--- src/hfc_ram.sv ---
// ----------------------------------------------------------------------------
// Generic single-port-write RAM
// One write port and one read port, read data registered.
// ----------------------------------------------------------------------------
module hfc_ram #(
  parameter int unsigned WIDTH = 8,
  parameter int unsigned DEPTH = 16,
  localparam int unsigned AW   = (DEPTH > 1) ? $clog2(DEPTH) : 1
) (
  input  logic             clk_i,
  input  logic             we_i,
  input  logic [AW-1:0]    waddr_i,
  input  logic [WIDTH-1:0] wdata_i,
  input  logic [AW-1:0]    raddr_i,
  output logic [WIDTH-1:0] rdata_o
);

  logic [WIDTH-1:0] mem_q [DEPTH];
  logic [WIDTH-1:0] rdata_q;

  always_ff @(posedge clk_i) begin
    if (we_i) begin
      mem_q[waddr_i] <= wdata_i;
    end
    rdata_q <= mem_q[raddr_i];
  end

  assign rdata_o = rdata_q;

endmodule

--- config.mk ---
export PLATFORM = sky130hd
export DESIGN_NAME = hfc_ram
export DESIGN_NICKNAME = d
export VERILOG_FILES = /design/src/hfc_ram.sv
export SDC_FILE = /design/constraint.sdc
export NUM_CORES = 1
export LEC_CHECK = 0
export BUFFER_PORTS_ARGS = -buffer_cell sky130_fd_sc_hd__buf_2
export CORE_MARGIN = 5
export CORE_UTILIZATION = 39
export CTS_CLUSTER_SIZE = 16
export DETAILED_ROUTE_END_ITERATION = 12
export PLACE_DENSITY = 0.53
export REMOVE_ABC_BUFFERS = 1
export SLEW_MARGIN = 20
export SYNTH_ARGS = -nofsm -noshare
export SYNTH_HDL_FRONTEND = slang
export SYNTH_SLANG_ARGS = --single-unit
--- constraint.sdc ---
create_clock -name clk_i -period 2.29 [get_ports clk_i]
set_clock_uncertainty 0.15 [all_clocks]
set_input_delay 0.1145 -clock clk_i [delete_from_list [all_inputs] [get_ports clk_i]]
set_output_delay 0.1145 -clock clk_i [all_outputs]
set_load 0.02 [all_outputs]
Word level (Yosys, flattened, before mapping)

Memories as Yosys holds them, arrays and structs flattened. A register that Yosys moved wholly into a read port is not among the register bits.
Cells that the tools add are included.

Memory bits (writable): 128
Logic and storage cells: 3
Output and inout bits: 8
Memories kept: 1
Bits of input ports: 18
Register bits: 0

Multiplexer cells: 2

Memory list:

| memory | depth | width | read ports | clocked after Yosys merged registers in | wr ports | line | source |
|---|---|---|---|---|---|---|---|
| mem_q  | 16    | 8     | 1          | 1                                       | 1        | 18   | `logic [WIDTH-1:0] mem_q [DEPTH];` |

Operator list:

| operator | count |
|---|---|
| $mux W1  | 2 |

Logic depth before layout (Yosys ltp)

Depth after elaboration: 2
Depth in mapped cells: 5
Depth with buffers taken out: 3

Worst setup path after synthesis

No wires, ideal clock.

Path kind: in2reg
Start: in waddr_i[2]
End: mem mem_q[0][0], enable pin
Path buffers: 0
Stages: 2
Setup slack: 0.533 ns
Library setup time: 0.383 ns
Required time: 1.757 ns
Arrival time: 1.224 ns
Path through: or3b_2 nor3_1

RTL lines:

| item            | line | source |
|---|---|---|
| start, declared | 12   | `input logic [AW-1:0] waddr_i,` |
| end, declared   | 18   |  |

No word-level cell before the write port.

==> metrics.txt <==
status=finished clean; Seq/Total Area, Yosys=77.8%; maximum number of pins on one net before global-route repair=33; Worst-Skew Late Latency=0.41 ns; Final Max Tran Viols=0; busiest grt layer=met2; Final Net Count=308; Startpoint Class=flop; footprint of the multi-input gates=1060 um^2; FMAX=673 MHz; GRT overflow=0; Post-DRT Antenna Nets=0; flops & latches, synth=136; static leakage=2.12 nW; critical path arrival=1.62 ns; Mapped Area=5150 um^2; RSZ-0062 raised after global routing=false; H-tree Lvls=4; hpwl dp=6.34 mm; vias per std cell=5.07; most common cell after layout, fill and taps aside=edfxtp_1; site row count=42; synth unique cells=19; non-filler cells, final=479; Placer Congestion=0.692; CP Max Fanout=1; CTS buffer count=17; Initial Util=39.3%; max_cap viols=0; Final Routed Wirelength=10.2 mm; chip width=125 um; gr usage total=14.0%; top cells by area, synth=edfxtp_1 75%, mux4_2 7.9%, mux4_1 7.1%; met3 Use GR=4.25%; vias in the first global route=2534; Resized cells post-CTS=0; worst setup path category=flop to flop; Yosys top cell area share=74.7%; worst-margin pin slew=0.833 ns; clk slew on worst S/H paths=0.06 ns; CTS root buffer=clkbuf_16; GRT met2 Usage=20.8%; Warnings, synthesis=0; Final setup viols=0; hold-fix buffers at CTS=8; Diodes inserted=0; # IOs=26; DRC errors left=0; Synth area leader=edfxtp_1; setup TNS=0 ns; Mean Syn Cell Area=22.5 um^2; die height=125 um; crit path time final=1.49 ns; vias=2430; Sequential Area=4000 um^2; Post CTS Setup Buffer Count=0; first-pass GRT wire length=15.6 mm; fillers=1079; layout cell share with drive strength beyond 1=30.0%; TritonCTS clock tree=built; Rel. slew slack=44.3%; WL per Instance=21.3 um; Hold Fails Final Rpt=0; First-pass DRT Iterations=6; Layout area overhead=20.8%; IO buf count=25; crit path capture type=flop; met1 Use GR=19.2%; Die ar.=15600 um^2; worst vdd ir=482 uV; cell count after placement=439; Syn Inst Count=229; Critical Path RT=2.43 ns; Tcrit/Tclk final=64.9%; core box area=13100 um^2; clk sinks=136; buffer depth of the longest clock path=2; initial drt markers=155; antenna violations before repair=0; pwr/cell area=910 nW/um^2; Hold Crit Class=input port to flop; most frequent cells in the layout=128 x edfxtp_1, 25 x buf_2, 18 x mux4_2
## logic make-up (layout without fill, tap and decap cells)
| logic type | Yosys count | after routing | share of synthesized area (%) |
|---|---|---|---|
| multiplexers | 32 | 32 | 15.0 |
| buffers and inverters | 10 | 84 | 1.68 |
| flip-flops | 136 | 136 | 77.8 |
| AND/OR/NAND/NOR | 35 | 35 | 3.18 |
| AO/OA/AOI/OAI | 16 | 16 | 2.33 |
## metrics by stage
stage | util [%] | power [mW] | hold slack [ns] | cell area (um^2) | setup WS (ns)
3_5_place_dp | 42.6 | 3.13 | 0.359 | 5570 | 0.523
3_3_place_gp | 42.6 | 3.13 | 0.353 | 5570 | 0.507
6_report | 47.5 | 5.66 | 0.120 | 6220 | 0.804
2_1_floorplan | - | 2.98 | 0.0634 | 5060 | 0.533
4_1_cts | 47.5 | 5.72 | 0.0965 | 6220 | 0.778
5_1_grt | 47.5 | 5.87 | 0.123 | 6220 | 0.747
## synthesized netlist by cell type
cell type / number
mux4_1: 14
nand2b_1: 2
and2b_1: 1
nand3b_1: 2
nand3_1: 1
buf_2: 3
and2_1: 1
nand2_1: 9
nor3_1: 4
or3b_2: 1
a22oi_1: 16
clkdlybuf4s25_2: 3
nor2b_1: 1
buf_6: 3
nor2_1: 13
dfxtp_1: 8
mux4_2: 18
edfxtp_1: 128
buf_4: 1
## registers in the layout, indices dropped and copies added, names as in the netlist
signal / count
mem_q: 128
rdata_o: 8
## worst paths after layout
check	slack, ns	endpoint	from	depth (start not counted)
worst max register to register	0.80	rdata_o[2]$_DFF_P_	mem_q[9][2]$_DFFE_PP_	3
worst max-delay path	0.80	rdata_o[2]$_DFF_P_	mem_q[9][2]$_DFFE_PP_	3
worst min-delay path	0.12	mem_q[8][4]$_DFFE_PP_	waddr_i[0]	3
worst min register to register	0.52	rdata_o[3]$_DFF_P_	mem_q[7][3]$_DFFE_PP_	3
## critical path, cell delays in order (launching register included)
cell	delay, ns
edfxtp_1	0.35
mux4_1	0.50
a22oi_1	0.29
nand2_1	0.08
## power by group
group	internal, mW	switching [mW]	total (mW)	leakage, nW
combinational	0.121	0.164	0.285	0.614
clock	1.64	0.929	2.57	0.281
sequential	2.78	0.0174	2.80	1.22
total	4.55	1.11	5.66	2.12
## cell type report
type	instances	share of cell area [%]
sequential	136	64.4
multi-input combinational	83	17.0
clock buffer	22	7.46
timing repair buffer	52	5.99
tap	176	3.54
clock inverter	10	1.63
## routing by layer
metal  vias to the layer above  part of all wire (%)
li1                       1098                     -
met1                      1263                    48
met2                        51                    47
met3                        18                   3.7
met4                         0                   1.5
met5                         -                     0
Note: power is estimated with default switching activity, not from simulation.
